$ cat src/rtl/scv_ram.sv
// Simple dual-port synchronous RAM, one write and one registered read port.
module scv_ram #(
    parameter int WIDTH  = 16,
    parameter int DEPTH  = 128,
    parameter int ADDR_W = (DEPTH > 1) ? $clog2(DEPTH) : 1
) (
    input  logic              clk,
    input  logic              we,
    input  logic [ADDR_W-1:0] waddr,
    input  logic [WIDTH-1:0]  wdata,
    input  logic [ADDR_W-1:0] raddr,
    output logic [WIDTH-1:0]  rdata
);

    logic [WIDTH-1:0] mem [DEPTH];
    logic [WIDTH-1:0] rdata_reg;

    always_ff @(posedge clk)
    begin
        if (we)
        begin
            mem[waddr] <= wdata;
        end
        rdata_reg <= mem[raddr];
    end

    assign rdata = rdata_reg;

endmodule

$ cat config.mk
export PLATFORM = sky130hd
export DESIGN_NAME = scv_ram
export DESIGN_NICKNAME = d
export VERILOG_FILES = /design/src/rtl/scv_ram.sv
export SDC_FILE = /design/constraint.sdc
export NUM_CORES = 2
export LEC_CHECK = 0
export ABC_AREA = 1
export BUFFER_PORTS_ARGS = -buffer_cell sky130_fd_sc_hd__buf_2
export CELL_PAD_IN_SITES_DETAIL_PLACEMENT = 1
export CELL_PAD_IN_SITES_GLOBAL_PLACEMENT = 1
export CORE_AREA = 4 4 587 415
export DETAILED_ROUTE_END_ITERATION = 8
export DIE_AREA = 0 0 591 419
export GPL_ROUTABILITY_DRIVEN = 0
export GPL_TIMING_DRIVEN = 0
export PLACE_DENSITY = 0.61
export SETUP_SLACK_MARGIN = 0.5
export SLEW_MARGIN = 10
export SYNTH_ARGS = -nofsm -noshare
export SYNTH_HDL_FRONTEND = slang
export SYNTH_SLANG_ARGS = --single-unit
$ cat constraint.sdc
create_clock -name clk -period 2.95 [get_ports clk]
set_input_delay 0.885 -clock clk [delete_from_list [all_inputs] [get_ports clk]]
set_output_delay 0.885 -clock clk [all_outputs]
set_load 0.02 [all_outputs]
==> impl_metrics.py <==
metrics = {
    "outcome": {
        "status": "finished, final reports clean",
    },
    "grt": {
        "grt_max_degree": 93,
        "grt_pass1_vias": 59370,
        "grt_first_pass_wirelength_um": 493500,
        "overflow": 0,
        "track_usage_pct": 28.90,
        "antenna_found_initial": 40,
    },
    "cells_and_area": {
        "final_cell_mix": "nand2_1 (2071), edfxtp_1 (2048), nand3_1 (1977), clkbuf_16 (209), buf_2 (172)",
        "seq_area_um2": 61820,
        "fin_cells": 10560,
        "final_common_cell": "nand2_1",
        "fin_area_um2": 98090,
        "largest_reg_flops": 2048,
        "fill_cells": 25000,
        "area_delta_synth_final_pct": 18.42,
        "multi_input_area_um2": 19620,
        "final_nets": 7233,
        "drive_gt1_share_pct": 14.49,
    },
    "sta": {
        "clock.fmax_ghz": 0.3627,
        "final-hold-violation-count": 0,
        "period_needed_ns": 2.757,
        "final.setup.tns_ns": 0,
        "setup_viol": 0,
        "clock_skew_ns": 0.05340,
        "relSlewSlack_pct": 19.73,
        "rsz0062_at_grt": "yes",
        "tightest_slew_ns": 1.204,
        "post-route-period-util_pct": 93.46,
        "drv_slew": 0,
    },
    "cts": {
        "cts_sinks": 2064,
        "cts_made_buffers": 208,
        "postCtsHoldBufs": 0,
        "cts_tree": "done",
        "cts-root-buf": "clkbuf_16",
        "cts-htree-levels": 4,
        "cts_max_path_buffers": 4,
        "clk_pin_slew_worst_paths_ns": 0.06,
        "clk_latency_ns": 0.88,
    },
    "yosys": {
        "synth_area_um2": 82830,
        "synth.distinct_cells": 15,
        "ys_ff_latch": 2064,
        "synth_fp_nets": 6825,
        "avgSynthCellArea_um2": 12.19,
        "ys_seq_area_share_pct": 74.64,
        "yosysWarningCount": 0,
        "synthCells": 6793,
    },
    "critical_path": {
        "worstPathCellList": "buf_4, buf_4, buf_4, nand3_2, nand3_2, nand3_1, nand3_1, nand3_1, nand3_1, nand2_1",
        "worstRegToRegCells": 8,
        "critPathTopFamily": "simple AND/OR/NAND/NOR gates",
        "cp_max_fo": 10,
        "r2r-end": "rdata[15]",
        "crit_type": "in2reg",
        "critPathBufInv": 3,
        "end_kind": "flop",
        "r2r_slack_ns": 0.83,
        "crit_arrival_ns": 3.47,
        "slowest_stage": "buf_4",
        "start_kind": "input pin",
        "cp.required_ns": 3.66,
        "cp_common_cell": "nand3_1",
        "timing.rr.start": "mem[119][15]",
        "critPathMaxStageDelay_ns": 0.35,
    },
    "die": {
        "die_w_um": 591,
        "std_cell_rows": 150,
        "die_area_um2": 247600,
        "core_um2": 237800,
        "io_pins": 48,
        "start_util_pct": 34.83,
        "die_y_um": 419,
    },
    "job": {
        "maxCapViolations": 0,
    },
    "power_and_ir_drop": {
        "peakVddDrop_uv": 429.1,
        "leakage_nw": 34.06,
        "p_per_area_nw_per_um2": 646.5,
    },
    "hold_path": {
        "hold_depth": 1,
        "worstHoldStart": "wdata[14]",
        "min_to": "mem[86][14]",
        "hp-class": "in2reg",
    },
    "drt": {
        "via_count": 62170,
        "routedWlPerCell_um": 34.81,
        "drt-pass1-iter-count": 9,
        "drt_iter0_markers": 10330,
        "drc": 0,
        "ant_nets": 0,
        "vias_per_cell": 5.887,
        "wl_um": 367600,
    },
    "placed_design": {
        "place_area_um2": 89810,
        "dp_hpwl_um": 258000,
        "portBuffers": 42,
        "place_inst": 10130,
    },
}
==> cell type report <==
type                            instances  area share [%]
Timing Repair Buffer                  198           3.207
Multi-Input combinational cell       4248           20.00
Inverter                               24         0.09694
Clock buffer                          282           5.693
Buffer                                457           3.235
Sequential cell                      2064           63.02
Antenna cell                           13         0.03317
Tap cell                             3192           4.072
Clock inverter                         82          0.6365
==> report_power, final <==
part           internal [mW]  total, mW  leakage [nW]  switching (mW)
logic                   1.13       5.34          12.5            4.20
clock network           14.0       25.7          3.01            11.7
registers               32.4       32.4          18.5          0.0352
total                   47.5       63.4          34.1            15.9
==> cells in the mapped netlist <==
cell type,n,area (um2)
buf_1,41,153.9
buf_2,251,1256
buf_4,61,457.9
buf_6,22,247.7
buf_8,1,15.01
clkbuf_1,81,304.0
dfxtp_1,16,320.3
edfxtp_1,2048,61500
inv_1,21,78.83
inv_2,2,7.510
inv_4,1,6.260
nand2_1,2087,7834
nand3_1,2019,10100
nor2_1,134,503.0
nor3_1,8,40.04
==> through the flow <==
stage               setup slack (ns)  utilization (%)  hold slack (ns)  total power [mW]
CTS                           0.2187            40.92           0.3842             63.15
global placement              -2.073            36.61            1.041             37.75
finish                        0.1931            41.25           0.4080             63.42
detailed placement            -1.938            37.77            1.040             37.91
global route                  0.3117            41.24           0.4006             64.91
floorplan                     0.3604                -           0.7545             35.05
==> per-layer routing <==
| metal | vias to the layer above | share of wire, % | global-route usage, % |
|---|---|---|---|
| met5 | - | 0.13 | 0 |
| met4 | 13 | 4.0 | 10.34 |
| met3 | 725 | 15 | 11.53 |
| met2 | 4311 | 40 | 39.64 |
| met1 | 31990 | 41 | 41.07 |
| li1 | 25140 | - | - |
==> logic make-up (layout without fill, tap and decap cells) <==
logic type             after synthesis  in the layout  share of synthesized area (%)
AND/OR/NAND/NOR                   4248           4248                          22.31
buffers and inverters              481           1043                          3.051
other                                0             13                              0
flip-flops                        2064           2064                          74.64
==> timing repair <==
item	in CTS	in global routing
pin swaps	21	15
setup endpoints to repair	963	839
gates resized for setup	280	158
endpoints found under the hold margin	0	0
setup buffers	31	19
cloned	0	0
==> worst max-delay path by stage <==
| stage | start | slack [ns] | depth (start not counted) | end |
|---|---|---|---|---|
| global route | raddr[1] | 0.31 | 11 | rdata[15] |
| global placement | raddr[3] | -2.07 | 9 | rdata[6] |
| CTS | raddr[0] | 0.22 | 13 | rdata[15] |
| finish | raddr[1] | 0.19 | 10 | rdata[15] |
| detailed placement | raddr[1] | -1.94 | 10 | rdata[15] |
| floorplan | we | 0.36 | 4 | mem[105][0] |
Power figures use the tool's default switching activity.
