## src/rtl/scv_pkg.sv

```systemverilog
// Shared types and constants for the strided 1D convolution engine.
package scv_pkg;

    localparam int CFG_IDX_W  = 2;
    localparam int CFG_DATA_W = 5;
    localparam int MAX_STRIDE = 8;
    localparam int SAMPLE_W   = 16;
    localparam int PROD_W     = 32;
    localparam int ACC_W      = 48;

    localparam logic CMD_WEIGHT = 1'b0;
    localparam logic CMD_SAMPLE = 1'b1;

    typedef enum logic [CFG_IDX_W-1:0] {
        CFG_TAPS   = 2'd0,
        CFG_STRIDE = 2'd1,
        CFG_IN_CH  = 2'd2,
        CFG_OUT_CH = 2'd3
    } cfg_idx_t;

    typedef enum logic [3:0] {
        S_IDLE = 4'b0001,
        S_COPY = 4'b0010,
        S_MAC  = 4'b0100,
        S_OUT  = 4'b1000
    } state_t;

    typedef struct packed {
        logic                       cmd;
        logic [2:0]                 tap_index;
        logic [3:0]                 in_channel_index;
        logic [3:0]                 out_channel_index;
        logic signed [SAMPLE_W-1:0] data_value;
        logic                       end_of_sequence;
    } in_item_t;

    typedef struct packed {
        logic [15:0]             out_time;
        logic [3:0]              out_channel;
        logic signed [ACC_W-1:0] conv_sum;
        logic                    last_of_frame;
    } out_item_t;

    // MAC pipeline control, travels alongside the operands
    typedef struct packed {
        logic valid;
        logic first;
        logic last;
    } mac_ctl_t;

endpackage

```

## src/rtl/scv_mac.sv

```systemverilog
// Two-stage multiply-accumulate: product register, then accumulator.
module scv_mac (
    input  logic                               clk,
    input  logic                               rst_n,
    input  scv_pkg::mac_ctl_t                  ctl,
    input  logic signed [scv_pkg::SAMPLE_W-1:0] sample,
    input  logic signed [scv_pkg::SAMPLE_W-1:0] weight,
    output logic signed [scv_pkg::ACC_W-1:0]   acc,
    output logic                               done
);
    import scv_pkg::*;

    logic signed [PROD_W-1:0] prod_reg;
    mac_ctl_t                 ctl_reg;
    logic signed [ACC_W-1:0]  acc_reg;
    logic                     done_reg;
    logic signed [ACC_W-1:0]  prod_ext;

    assign prod_ext = ACC_W'(prod_reg);

    always_ff @(posedge clk or negedge rst_n)
    begin
        if (!rst_n)
        begin
            ctl_reg  <= '0;
            done_reg <= 1'b0;
        end
        else
        begin
            ctl_reg  <= ctl;
            done_reg <= ctl_reg.valid & ctl_reg.last;
        end
    end

    always_ff @(posedge clk)
    begin
        prod_reg <= sample * weight;
        if (ctl_reg.valid)
        begin
            acc_reg <= ctl_reg.first ? prod_ext : acc_reg + prod_ext;
        end
    end

    assign acc  = acc_reg;
    assign done = done_reg;

endmodule

```

## config.mk

```make
export PLATFORM = sky130hd
export DESIGN_NAME = scv_mac
export DESIGN_NICKNAME = d
export VERILOG_FILES = /design/src/rtl/scv_pkg.sv /design/src/rtl/scv_mac.sv
export SDC_FILE = /design/constraint.sdc
export NUM_CORES = 1
export LEC_CHECK = 0
export ABC_AREA = 1
export BUFFER_PORTS_ARGS = -buffer_cell sky130_fd_sc_hd__buf_2
export CAP_MARGIN = 10
export CORE_UTILIZATION = 30
export DETAILED_ROUTE_END_ITERATION = 7
export GPL_TIMING_DRIVEN = 1
export PLACE_DENSITY = 0.53
export RECOVER_POWER = 25
export SLEW_MARGIN = 20
export SYNTH_ARGS = -nofsm -noshare
export SYNTH_HDL_FRONTEND = slang
export SYNTH_SLANG_ARGS = --single-unit
```

## constraint.sdc

```tcl
create_clock -name clk -period 4.6 [get_ports clk]
set_input_delay 0.46 -clock clk [delete_from_list [all_inputs] [get_ports clk]]
set_output_delay 0.46 -clock clk [all_outputs]
set_load 0.005 [all_outputs]
```

==> flow_summary.ini, run 1 <==
[detailed_routing]
totalWireLength_um = 52300
ant_nets = 0
initialDrtViolationCount = 663
post_drt_via_cell_ratio = 4.41
dr.pass1.iters = 5
vias = 15600
route.detailed.drc = 0
wire_per_inst_um = 14.7

[sta]
setup_viol = 22
hold_viol = 0
tightest_slew_ns = 2.87
post-route-period-util = 1.11
setup_ws_ns = -0.504
tns_ns = -6.43
fin_skew_ns = 0.0120
maxSlewViolCount = 50
relSlewSlack = -0.915
fmax_ghz = 0.196
fin_crit_ns = 5.10
rsz0062_at_grt = true

[clock_network]
clockBufferDepth = 2
ctsRootBufferMaster = clkbuf_16
clk_latency_ns = 0.36
numCtsBuffers = 9
cts_tree = done
cts_max_level = 3
path_clk_slew_ns = 0.07
cts_sinks = 84

[global_route]
antenna_found_initial = 0
grt.total_usage = 0.183
grt_pass1_vias = 16800
grt_max_degree = 50
overflow = 0
grt_pass1_wl_um = 87100

[worst_setup_path]
crit_path_end_kind = flip-flop
worst_setup_path_start_kind = primary input
cp.required_ns = 4.85
path_max_fanout = 4
cp.arrival_ns = 5.35
path_class = in2reg

[floorplanning]
die_area_um2 = 59800
fp.dieW_um = 245
core_area_um2 = 57900
io_pins = 86
rows = 88
initial_core_util = 0.305
die_height_um = 245

[cells_and_area]
final_nets = 3205
drive_above_1_share = 0.221
final_common_cell = nand2_1
fin_area_um2 = 22500
final_cell_mix = 765 x nand2_1, 642 x inv_1, 245 x fa_1, 151 x buf_4, 105 x ha_1
largest_reg_flops = 48
synthToLayoutAreaGrowth_pct = 27.3
diodes = 0

[yosys]
avgSynthCellArea_um2 = 6.95
synth_seq_cells = 84
yosysUniqueCellTypes = 39
ys.flop_type = edfxtp_1
synthCells = 2539
synth_edf_count = 48
synth_fp_nets = 2968
ys_async_sr_fraction = 0.0476
synth_warnings = 0
ys_seq_area_frac = 0.124
syn_area_um2 = 17600

[place]
gp_congestion = 0.909
place_area_um2 = 20600
io_buffers = 85
dp_hpwl_um = 45300
place_ws_ns = -1.26

[status]
outcome = finished with violations
violations = max-capacitance violations, max-slew violations, negative setup slack

[hold_path]
hold_path_class = in2reg

[flow_run]
drv_cap = 1
[stage by stage]
stage | hold slack (ns) | cells | utilization
after floorplan | 0.164 | 2539 | -
after global placement | 0.264 | 3500 | 0.355
after detailed placement | 0.271 | 3500 | 0.355
after CTS | 0.192 | 3536 | 0.380
after global routing | 0.193 | 3546 | 0.388
final | 0.202 | 3546 | 0.388
[logic make-up (layout without fill, tap and decap cells)]
group           count (synthesis)  after routing  share of synthesized area
flops                          84             84                      0.124
fa+ha+maj                     392            392                      0.390
simple gates                 1132           1132                      0.266
buf+inv                       774           1016                      0.165
xor+xnor                       39             39                     0.0194
compound gates                118            118                     0.0364
[layer usage]
| metal | share of wire | wire (um) | global-route usage | vias up |
|---|---|---|---|---|
| li1 | - | - | - | 7839 |
| met2 | 0.49 | 25700 | 0.327 | 236 |
| met4 | 0.014 | 717 | 0.0329 | 0 |
| met1 | 0.46 | 24300 | 0.243 | 7515 |
| met3 | 0.030 | 1550 | 0.0154 | 42 |
| met5 | 0 | 0 | 0 | - |
[critical path, stage by stage]
cell        delay [ns]
buf_8             0.07
clkinvlp_4        0.11
buf_12            0.15
or2_4             0.22
fa_1              0.46
fa_1              0.52
inv_2             0.04
fa_1              0.51
fa_2              0.46
fa_1              0.50
inv_2             0.04
fa_1              0.48
inv_2             0.04
ha_4              0.33
nand2_4           0.10
nor2_2            0.17
nand2_1           0.13
or3_4             0.39
nand4_1           0.08
nand2_1           0.05
[synth_stat cells, drive strengths merged, types with 5 or more instances]
cell    number  area (um^2)
clkbuf      64          240
fa         263         5270
nand2      833         3170
xnor2       10         87.6
dfxtp       32          641
o21ai       30          154
nand4       24          150
a21o         8         60.1
edfxtp      48         1440
inv        705         2650
nor3        15         85.1
nor2       127          559
or2         21          131
nand3      106          556
xor2        29          254
o21bai       5         37.5
a21oi       71          355
ha         129         1610
[path summary, 6_finish.rpt]
check                            from      endpoint  slack [ns]  depth (start not counted)
hold / removal                 ctl[2]    ctl_reg[2]        0.20                          1
hold reg to reg            ctl_reg[0]          done        0.44                          2
setup / recovery           weight[15]  prod_reg[24]       -0.50                         20
min in group asynchronous       rst_n    ctl_reg[0]        0.47                          2
setup reg to reg               acc[0]       acc[32]        1.72                         15
max in group asynchronous       rst_n    ctl_reg[2]        3.93                          2
[cell type report]
cell class | instances | area, um^2
fill | 6152 | 35500
multi-input combinational | 1681 | 13700
clock buffer | 9 | 225
sequential | 84 | 2180
clock inverter | 7 | 106
inverter | 707 | 2670
tap | 765 | 957
timing repair buffer | 292 | 2560
timing repair inverter | 1 | 5.00
[what timing repair did]
| item | CTS | global route |
|---|---|---|
| endpoints found under the hold margin | 4 | 0 |
| endpoints found under the setup margin | 24 | 23 |
| setup buffers | 17 | 11 |
| gates cloned | 3 | 0 |
| resized for setup | 249 | 116 |
| pin swaps | 85 | 73 |
| hold buffers | 1 | 0 |
Power of run 1 is left out: the tool's default activity adds up to more than one toggle a clock period on the data nets, which glitch-free logic cannot reach.
==> run 2: changes to the inputs <==
--- a/config.mk
+++ b/config.mk
@@ -8,10 +8,10 @@
 export ABC_AREA = 1
 export BUFFER_PORTS_ARGS = -buffer_cell sky130_fd_sc_hd__buf_2
 export CAP_MARGIN = 10
-export CORE_UTILIZATION = 30
+export CORE_UTILIZATION = 50
 export DETAILED_ROUTE_END_ITERATION = 7
 export GPL_TIMING_DRIVEN = 1
-export PLACE_DENSITY = 0.53
+export PLACE_DENSITY = 0.75
 export RECOVER_POWER = 25
 export SLEW_MARGIN = 20
 export SYNTH_ARGS = -nofsm -noshare
==> run 2 against run 1 <==
Against the previous run: the run still ends with max-capacitance violations, max-slew violations, negative setup slack left; first-iteration DRC count up 73%; global-route usage up 11 points; critical path type unchanged; highest routed layer unchanged; via count up 3.7%; worst setup slack worse by 0.038 ns; clock skew up 0.0077 ns; die area down 40%; critical endpoint is now prod_reg[25]; critical path depth up 2; sequential share of layout area up 0.26 points; fmax down 0.75%; core utilization up 24 points.
==> flow_summary.ini, run 2 (synthesized netlist as in run 1, its figures left out) <==
[status]
outcome = finished with violations
violations = max-capacitance violations, max-slew violations, negative setup slack

[detailed_routing]
route.detailed.drc = 0
ant_nets = 0
wire_per_inst_um = 15.9
dr.pass1.iters = 6
initialDrtViolationCount = 1145
vias = 16200
post_drt_via_cell_ratio = 5.01
totalWireLength_um = 51300

[floorplanning]
rows = 68
initial_core_util = 0.509
die_height_um = 190
die_area_um2 = 36000
io_pins = 86
fp.dieW_um = 190
core_area_um2 = 34600

[clock_network]
cts_sinks = 84
clk_latency_ns = 0.37
path_clk_slew_ns = 0.07
ctsRootBufferMaster = clkbuf_16
clockBufferDepth = 2
cts_tree = done
numCtsBuffers = 9
cts_max_level = 3

[sta]
hold_ws_ns = 0.204
fin_crit_ns = 5.14
fin_skew_ns = 0.0197
hold_viol = 0
post-route-period-util = 1.12
fmax_ghz = 0.194
tightest_slew_ns = 2.16
relSlewSlack = -0.443
maxSlewViolCount = 50
setup_viol = 19
rsz0062_at_grt = true
setup_ws_ns = -0.542

[global_route]
overflow = 0
grt_max_degree = 50
grt.total_usage = 0.294
grt_pass1_wl_um = 82600
antenna_found_initial = 0
grt_pass1_vias = 16400

[worst_setup_path]
crit_slowest_cell = fa_2
crit_path_end_kind = flip-flop
worst_setup_path_start_kind = primary input
cp.arrival_ns = 5.41
cpPeakStageDelay_ns = 0.54
cp_cell_sequence = buf_8 -> clkinvlp_4 -> buf_6 -> or2_4 -> fa_2 -> fa_1 -> inv_1 -> fa_2 -> fa_2 -> fa_1 -> inv_1 -> fa_1 -> inv_2 -> ha_4 -> nand2_2 -> inv_2 -> nand2_2 -> buf_4 -> inv_1 -> nand4_1 -> nand3_4 -> xor2_4
crit_start = weight[15]
path_delay_family = adder cells
path_class = in2reg
cp.required_ns = 4.87
reg2reg_from = prod_reg[31]
path_buf_inv = 9
path_max_fanout = 4

[cells_and_area]
largest_reg_flops = 48
synthToLayoutAreaGrowth_pct = 23.9
diodes = 0
final_cell_mix = 775 x nand2_1, 654 x inv_1, 246 x fa_1, 164 x buf_4, 104 x ha_1
instances_no_fill = 3234
final_common_cell = nand2_1
drive_above_1_share = 0.211
final_nets = 3203

[hold_path]
hold_path_class = in2reg
hold_start = ctl[2]

[place]
io_buffers = 85
gp_congestion = 0.994
dp_hpwl_um = 42700
dp.cells = 3182

[flow_run]
drv_cap = 1
-- run 2: metrics by stage --
stage / util / instance area, um^2 / setup slack, ns / setup TNS (ns)
finish: 0.631 / 21900 / -0.542 / -7.04
global route: 0.631 / 21900 / -0.679 / -10.40
CTS: 0.613 / 21200 / -0.520 / -7.33
detailed placement: 0.581 / 20100 / -1.18 / -19.95
global placement: 0.581 / 20100 / -1.09 / -18.44
floorplan: - / 18400 / -0.574 / -7.68
-- run 2: area by class of cell --
class                      instances  area (um^2)
tap                              455          569
clock buffer                       9          225
sequential                        84         2180
inverter                         707         2660
timing repair buffer             290         2490
timing repair inverter             1         7.51
fill                            2958        12800
clock inverter                     7         73.8
multi-input combinational       1681        13600
-- run 2: worst register-to-register path, stage by stage (launching register included) --
cell and delay (ns):
dfxtp_1 0.87, ha_1 0.40, nand2_1 0.13, inv_1 0.09, nand2_1 0.13, nor3_1 0.42, nand2_1 0.15, nor2_1 0.12
nand2_1 0.11, nand3_1 0.10, nand2_1 0.05, nand3_1 0.07, nand2_1 0.05
-- run 2: path summary, 6_finish.rpt --
check / to / slack, ns / depth (start not counted)
min in group asynchronous: ctl_reg[2] / 0.48 / 2
worst min register to register: done / 0.44 / 2
worst max register to register: acc[45] / 1.68 / 12
max in group asynchronous: done / 3.93 / 2
worst min-delay path: ctl_reg[2] / 0.20 / 1
worst max-delay path: prod_reg[25] / -0.54 / 22
-- run 2: what timing repair did --
item / CTS / global route
setup buffers: 15 / 17
gates resized for setup: 165 / 141
cloned: 4 / 1
pin swaps: 75 / 102
hold endpoints to repair: 4 / 0
setup endpoints to repair: 23 / 23
hold buffers: 1 / 0
-- run 2: per-layer routing --
metal | share of wire | global-route usage | wire length, um | vias to the layer above
met5 | 0 | 0 | 0 | -
met4 | 0.024 | 0.0788 | 1220 | 0
met3 | 0.072 | 0.0485 | 3700 | 94
met2 | 0.48 | 0.493 | 24600 | 572
met1 | 0.42 | 0.393 | 21700 | 7694
li1 | - | - | - | 7845
Power of run 2 is left out for the same reason.
